File: src/hdl/segi_fifo.sv
// Small synchronous first-in first-out queue with show-ahead read.
// Depends on nothing; writers keep it from overflowing by counting credits.
module segi_fifo #(
    parameter int WIDTH = 8,
    parameter int DEPTH = 4,
    localparam int AW = $clog2(DEPTH),
    localparam int CW = $clog2(DEPTH + 1)
) (
    input  logic             i_clk,
    input  logic             i_rst_n,
    input  logic             i_push,
    input  logic [WIDTH-1:0] i_wdata,
    input  logic             i_pop,
    output logic [WIDTH-1:0] o_rdata,
    output logic             o_empty,
    output logic [CW-1:0]    o_count
);

    logic [WIDTH-1:0] r_mem [0:DEPTH-1];
    logic [AW-1:0]    r_wp;
    logic [AW-1:0]    r_rp;
    logic [CW-1:0]    r_cnt;

    always_ff @(posedge i_clk) begin
        if (!i_rst_n) begin
            r_wp  <= '0;
            r_rp  <= '0;
            r_cnt <= '0;
        end else begin
            if (i_push) begin
                r_wp <= (r_wp == AW'(DEPTH - 1)) ? '0 : r_wp + AW'(1);
            end
            if (i_pop) begin
                r_rp <= (r_rp == AW'(DEPTH - 1)) ? '0 : r_rp + AW'(1);
            end
            r_cnt <= r_cnt + CW'(i_push) - CW'(i_pop);
        end
    end

    always_ff @(posedge i_clk) begin
        if (i_push) begin
            r_mem[r_wp] <= i_wdata;
        end
    end

    assign o_rdata = r_mem[r_rp];
    assign o_empty = (r_cnt == '0);
    assign o_count = r_cnt;

endmodule

File: config.mk
export PLATFORM = sky130hd
export DESIGN_NAME = segi_fifo
export DESIGN_NICKNAME = d
export VERILOG_FILES = /design/src/hdl/segi_fifo.sv
export SDC_FILE = /design/constraint.sdc
export NUM_CORES = 1
export LEC_CHECK = 0
export BUFFER_PORTS_ARGS = -buffer_cell sky130_fd_sc_hd__buf_2
export CORE_MARGIN = 4
export CORE_UTILIZATION = 49
export DETAILED_ROUTE_END_ITERATION = 12
export PLACE_DENSITY = 0.73
export SYNTH_ARGS = -nofsm -noshare
export SYNTH_HDL_FRONTEND = slang
export SYNTH_SLANG_ARGS = --single-unit
File: constraint.sdc
create_clock -name i_clk -period 1.52 [get_ports i_clk]
set_input_delay 0.228 -clock i_clk [delete_from_list [all_inputs] [get_ports i_clk]]
set_output_delay 0.228 -clock i_clk [all_outputs]
set_load 0.005 [all_outputs]
# [After elaboration in Yosys (flattened, before gate mapping)]
# Memories as Yosys holds them, arrays and structs flattened. A register that Yosys moved wholly into a read port is not among the register bits.
# Cells that the tools add are included.
[op_classes] n_addsub=4 n_eq_ne=2 mux=6 reduce_logical=1
[ops] op="2-bit two-way mux" count=4
[ops] op="2-bit by 1-bit adder with 2-bit output (second input constant)" count=2
[ops] op="2-bit equality test (second input constant)" count=2
[ops] op="3-bit by 1-bit adder with 3-bit output" count=1
[ops] op="3-bit zero test" count=1
[ops] op="3-bit by 1-bit subtractor with 3-bit output" count=1
[ops] op="1-bit two-way mux" count=2
[totals] ff_bits=7 ram_bits=32 output_inout_bits=12 memories=1
[mem_list] memory="r_mem" words=4 word_bits=8 rd=1 rd_clocked_by_memory_dff=1 write_ports=1 line_no="19" rtl="logic [WIDTH-1:0] r_mem [0:DEPTH-1];"

# [Logic depth before layout (Yosys ltp)]
# Gate-level depths: netlist (run 1).
[logic_depth] ltp_word=4 ltp_mapped=8 depth_no_buf=8

# [Worst setup path before layout (run 1)]
# OpenSTA, ideal clock, no wires.
[synth_timing] path_kind="reg2reg" startpoint="reg r_cnt[0] (netlist: o_count[0])" endpoint="reg r_cnt[2] (netlist: o_count[2])" arrival_time_ps=1435 required_ps=1403 slack_ps=-32 stages_incl_launch_ff=9 path_buffers=0 period_less_slack_ps=1552 cell_sequence="dfxtp_1 > inv_1 > ha_1 > inv_1 > ha_1 > inv_1 > fa_1 > xnor3_1 > nor2_1"
[synth_via] elab_chain_len=2
[synth_rtl] element="start, declared" line_no="22" rtl="logic [CW-1:0] r_cnt;"
[synth_rtl] element="start signal, assigned" line_no="36" rtl="r_cnt <= r_cnt + CW'(i_push) - CW'(i_pop);"
[synth_rtl] element="3-bit by 1-bit adder with 3-bit output" line_no="36"
[synth_rtl] element="3-bit by 1-bit subtractor with 3-bit output" line_no="36"
# No other way between the ends.
# A chain may end at the register's enable or synchronous reset.

==> results of run 1 <==
==> critical path: stages (launching register included) <==
cell	delay, ns
dfxtp_2	0.36
buf_6	0.14
mux4_2	0.50
buf_2	0.14
==> routing by layer <==
metal / vias to the layer above / global-route usage, % / routed length, um
li1: 390 / - / -
met1: 405 / 15.8 / 1030
met2: 19 / 22.0 / 1230
met3: 4 / 5.47 / 136
met4: 0 / 6.22 / 31
met5: - / 0 / 0
==> path summary, 6_finish.rpt <==
check / end / depth (start not counted)
hold reg to reg: r_wp[0]$_SDFFE_PN0P_ / 2
hold / removal: r_mem[3][5]$_DFFE_PP_ / 1
setup reg to reg: o_count[2]$_SDFF_PN0_ / 8
setup / recovery: o_rdata[5] / 3
==> logic make-up after synthesis <==
group,Yosys count,synth area share [%]
mux,10,12.5
fa+ha+maj,8,6.72
simple gates,14,5.08
xor+xnor,1,1.41
flops,41,71.2
compound gates,2,0.625
buf+inv,8,2.42
==> layout make-up <==
class / count / share of cell area, %
flip-flops and latches: 41 / 58.0
multi-input cells: 35 / 22.8
repair buffers: 33 / 10.0
clock inverters: 3 / 3.30
well taps: 44 / 2.79
clock buffers: 5 / 1.90
inverters: 6 / 1.27
==> sequential cells by signal (all words and copies together) (netlist names), named ones only <==
register  flops
r_mem        32
r_wp          2
o_count       3
r_rp          2
==> repair_timing <==
action	CTS	global route
setup buffers	1	0
pin swaps	2	2
hold endpoints to repair	0	0
gates resized for setup	8	2
setup endpoints to repair	10	10
==> through the flow <==
| stage | setup WS [ns] | utilization, % | cells | power (mW) | area (sq um) |
|---|---|---|---|---|---|
| after floorplan | 0.0360 | - | 84 | 1.54 | 1610 |
| after global placement | 0.0204 | 59.3 | 158 | 1.67 | 1830 |
| after detailed placement | -0.0354 | 59.3 | 158 | 1.68 | 1830 |
| after CTS | -0.213 | 63.9 | 167 | 2.55 | 1970 |
| after global routing | -0.268 | 64.1 | 167 | 2.66 | 1970 |
| final | -0.189 | 64.1 | 167 | 2.53 | 1970 |
==> placed cells by master, fill, tap and decap left out <==
| cell | netlist | layout |
|---|---|---|
| edfxtp_1 | 32 | 32 |
| buf_2 | 0 | 23 |
| mux4_2 | 8 | 8 |
| buf_4 | 0 | 8 |
| dfxtp_1 | 9 | 7 |
| and2_1 | 5 | 5 |
| ha_1 | 7 | 5 |
| clkbuf_4 | 0 | 5 |
| nor2_1 | 4 | 4 |
| inv_1 | 6 | 3 |
| inv_2 | 0 | 2 |
| or3b_1 | 2 | 2 |
| nand2b_1 | 2 | 2 |
| a21oi_1 | 2 | 2 |
| mux2i_1 | 2 | 2 |
| ha_4 | 0 | 2 |
| dfxtp_2 | 0 | 2 |
| bufinv_16 | 0 | 2 |
| buf_6 | 1 | 2 |
| inv_4 | 0 | 1 |
| nor3_1 | 1 | 1 |
| xnor3_1 | 1 | 1 |
| fa_2 | 0 | 1 |
| clkinv_2 | 0 | 1 |
==> power groups by stage <==
| stage | combinational, mW | sequential [mW] | clock, mW |
|---|---|---|---|
| global placement | 0.323 | 1.34 | 0 |
| finish | 0.358 | 1.32 | 0.847 |
| detailed placement | 0.334 | 1.35 | 0 |
| floorplan | 0.197 | 1.35 | 0 |
| global route | 0.403 | 1.33 | 0.921 |
| CTS | 0.360 | 1.32 | 0.864 |
==> synthesized netlist by cell type, drive strengths merged <==
| cell | n |
|---|---|
| edfxtp | 32 |
| dfxtp | 9 |
| mux4 | 8 |
| ha | 7 |
| inv | 6 |
| and2 | 5 |
| nor2 | 4 |
| a21oi | 2 |
| mux2i | 2 |
| nand2b | 2 |
| or3b | 2 |
| buf | 1 |
| clkbuf | 1 |
| fa | 1 |
| nor3 | 1 |
| xnor3 | 1 |
==> flow_summary.ini, run 1 <==
[outcome]
status = finished with violations
violations = negative setup slack

[finish]
syn_to_final_growth_pct = 23.2
final.fill_count = 230
drive_gt1_share_pct = 46.3
final-seq-area_sq_mm = 0.00114
final_nets = 142
multi_input_area_sq_um = 449
num_antenna_cells = 0

[grt]
grt_pass1_vias = 876
antenna_found_initial = 0
track_usage_pct = 13.6
grt_max_degree = 14
grt-ovfl-total = 0
grt_pass1_wl_um = 4110

[power]
p_sw_uw = 525
p_per_area_mw_per_mm2 = 1280
p_int_mw = 2.00
peakVddDrop_uv = 786
pwr-share-clk_pct = 33.5
p_leak_nw = 0.759
p_seq_share_pct = 52.3
swShare_pct = 20.8
p_comb_share_pct = 14.2

[clocking]
clk_path_buf_depth = 2
cts_root_buffer = clkbuf_4
cts.sinks = 41
worstSkewPairLatency_ns = 0.34
ctsHoldBuffers = 0
cts_tree = built
htree_levels = 2
cts_buffers = 5
clkTransAtPathRegs_ns = 0.11

[die]
core_area_sq_mm = 0.00308
die_h_um = 65.2
die_w_um = 65.2
initial_core_util_pct = 52.0
fp-row-count = 20
ios = 24
fp.dieArea_sq_mm = 0.00425

[job]
cap_viol_max_count = 0

[yosys]
syn_nets = 104
synth-seq-cells = 41
synthDistinctLibCells = 16
netlist_area_sq_mm = 0.00160
syn_avg_cell_area_sq_um = 19.1
yosys.area.top_type = edfxtp_1
synthCells = 84
yosysWarningCount = 0
synth_sequential_area_ratio_pct = 71.2
synth_area_leaders = edfxtp_1, dfxtp_1, mux4_2
post-synth-top-area-fraction_pct = 60.0

[placement]
hpwl_um = 1760
io_buffer_count = 23
gp_congestion = 0.670

[setup_path]
cp_max_fo = 5
cp-start-kind = flop
critical_path_class = flop to output port
critPathCaptureType = output port
worstReg2RegStart = o_count[0]$_SDFF_PN0_
reg2reg_slack_ns = 0.07
cp.required_ns = 1.29
critical_path_arrival_ns = 1.48

[timing]
rsz0062_at_grt = yes
skew_ns = 0.0116
finalHoldViolCount = 0
setup_viol = 8
setup_slack_ns = -0.189
finalCritPeriodShare_pct = 112
layout_min_cycle_time_ns = 1.71
slew_violations = 0
max_clock_freq_mhz = 585
max_slew_margin_pct = 87.2
hold_ws_ns = 0.0946
tightest_slew_ns = 0.192
tns_ns = -1.28

[routing]
route.detailed.drc = 0
drt-pass1-iter-count = 2
wirelength_um = 2420
routedWlPerCell_um = 14.5
drt_iter0_drc = 47
num_vias = 818
drt-vias-per-instance = 4.90
postRouteAntennaNets = 0

[worst_hold_path]
hold_path_class = input pin to flop
hold_path_startpoint = i_wdata[5]
Power figures use the tool's default switching activity.
==> inputs of run 2 (changes only) <==
CORE_UTILIZATION = 50   (was 49)
HOLD_SLACK_MARGIN = 0.1   (was not set)
PLACE_DENSITY = 0.71   (was 0.73)
clock period = 2.1 ns   (was 1.52 ns; I/O delays follow)
==> run 2 against run 1 <==
  * The flow now finishes without violations
  * Count of clock-buffer cells in the layout did not move
  * Sequential cell count did not move
  * Cell area fell by 8.1%
  * Power fell by 39%
  * Sequential share of layout area rose by 5.0 points
  * Critical path depth did not move
  * Clock power fell by 58%
  * Hold slack improved by 0.096 ns
  * Worst setup slack improved by 0.40 ns
  * Critical path type unchanged
  * Largest power group unchanged
==> flow_summary.ini, run 2 (same netlist as run 1, synthesis figures left out) <==
[die]
core_area_sq_mm = 0.00305
die_w_um = 64.6
initial_core_util_pct = 52.5
fp.dieArea_sq_mm = 0.00417
ios = 24
fp-row-count = 20
die_h_um = 64.6

[timing]
setup_slack_ns = 0.210
tns_ns = 0
max_slew_margin_pct = 68.3
finalHoldViolCount = 0
max_clock_freq_mhz = 529
layout_min_cycle_time_ns = 1.89
rsz0062_at_grt = no
tightest_slew_ns = 0.475
finalCritPeriodShare_pct = 90.0
skew_ns = 0.00740
setup_viol = 0
slew_violations = 0

[clocking]
htree_levels = 2
cts_buffers = 5
cts_tree = built
worstSkewPairLatency_ns = 0.34
cts_root_buffer = clkbuf_4
cts.sinks = 41
clk_path_buf_depth = 2
clkTransAtPathRegs_ns = 0.11
ctsHoldBuffers = 0

[setup_path]
critPathCaptureType = output port
rr_worst_depth = 8
cp_slowest_cell = mux4_2
cp_num_buf_inv = 2
cp_max_fo = 5
critical_path_arrival_ns = 1.57
critPathMaxStageDelay_ns = 0.49
cp.required_ns = 1.78
critical_path.top_delay_family = multiplexers
cp-start-kind = flop
path_cells = buf_4 -> mux4_2 -> buf_2
cp.depth = 3
critical_path_class = flop to output port

[power]
p_comb_share_pct = 14.5
peakVddDrop_uv = 455
p_leak_nw = 0.686
pwr-share-clk_pct = 22.9
swShare_pct = 23.4
p_per_area_mw_per_mm2 = 849
p_seq_share_pct = 62.6
p_int_mw = 1.18
p_sw_uw = 361

[finish]
top_register = r_mem
num_antenna_cells = 0
syn_to_final_growth_pct = 13.3
multi_input_area_sq_um = 422
postLayoutCellArea_sq_mm = 0.00181
final-seq-area_sq_mm = 0.00114
final_cell_mix = edfxtp_1, buf_2, mux4_2, dfxtp_1, ha_1
final_common_cell = edfxtp_1
final_nets = 133
final.fill_count = 261
drive_gt1_share_pct = 34.2
largest_reg_flops = 32

[grt]
grt_pass1_wl_um = 4020
grt_max_degree = 13
antenna_found_initial = 0
grt_pass1_vias = 813
grt-ovfl-total = 0
track_usage_pct = 13.5

[routing]
drt_iter0_drc = 19
wirelength_um = 2390
num_vias = 771
route.detailed.drc = 0
postRouteAntennaNets = 0
drt-vias-per-instance = 4.88
routedWlPerCell_um = 15.1
drt-pass1-iter-count = 4

[placement]
hpwl_um = 1740
dpl_cell_area_sq_mm = 0.00176
io_buffer_count = 23
place_ws_ns = 0.316
gp_congestion = 0.671

[worst_hold_path]
hold_path_class = input pin to flop
hold_path_depth = 1

[outcome]
status = finished, final reports clean

[job]
cap_viol_max_count = 0
==> run 2: cell type report <==
type	instances	area share [%]
clock inverters	3	0.690
repair buffers	24	6.76
clock buffers	5	2.07
inverters	6	1.24
flip-flops and latches	41	63.0
well taps	44	3.03
multi-input cells	35	23.2
==> run 2: metrics by stage <==
| stage | std cells | util, % | power (mW) | hold WS [ns] |
|---|---|---|---|---|
| after CTS | 158 | 59.4 | 1.56 | 0.175 |
| after global placement | 150 | 57.7 | 1.19 | 0.503 |
| final | 158 | 59.4 | 1.54 | 0.191 |
| after detailed placement | 150 | 57.7 | 1.22 | 0.508 |
| after global routing | 158 | 59.4 | 1.64 | 0.163 |
| after floorplan | 84 | - | 1.11 | 0.414 |
==> run 2: routing by layer <==
layer | global-route usage, % | wire length, um | vias up
met5 | 0 | 0 | -
met4 | 8.71 | 64 | 0
met3 | 4.16 | 108 | 7
met2 | 20.2 | 1210 | 18
met1 | 16.8 | 1010 | 375
li1 | - | - | 371
==> run 2: what timing repair did <==
action                                 4_1_cts  5_1_grt
setup endpoints to repair                    0        5
endpoints found under the hold margin        0        0
setup buffers                                0        0
gates resized for setup                      0        1
==> run 2: path summary, 6_finish.rpt <==
path,slack (ns),startpoint,endpoint
max,0.21,flop,o_rdata[6]
min,0.19,i_wdata[3],r_mem[0][3]$_DFFE_PP_
max reg2reg,0.42,o_count[0]$_SDFF_PN0_,o_count[2]$_SDFF_PN0_
min reg2reg,0.51,r_rp[0]$_SDFFE_PN0P_,flop
==> run 2: power groups by stage <==
stage	sequential [mW]	combinational (mW)	clock, mW
after floorplan	0.973	0.141	0
after global placement	0.979	0.213	0
after detailed placement	0.985	0.231	0
after CTS	0.967	0.232	0.365
after global routing	0.972	0.252	0.412
final	0.964	0.223	0.352
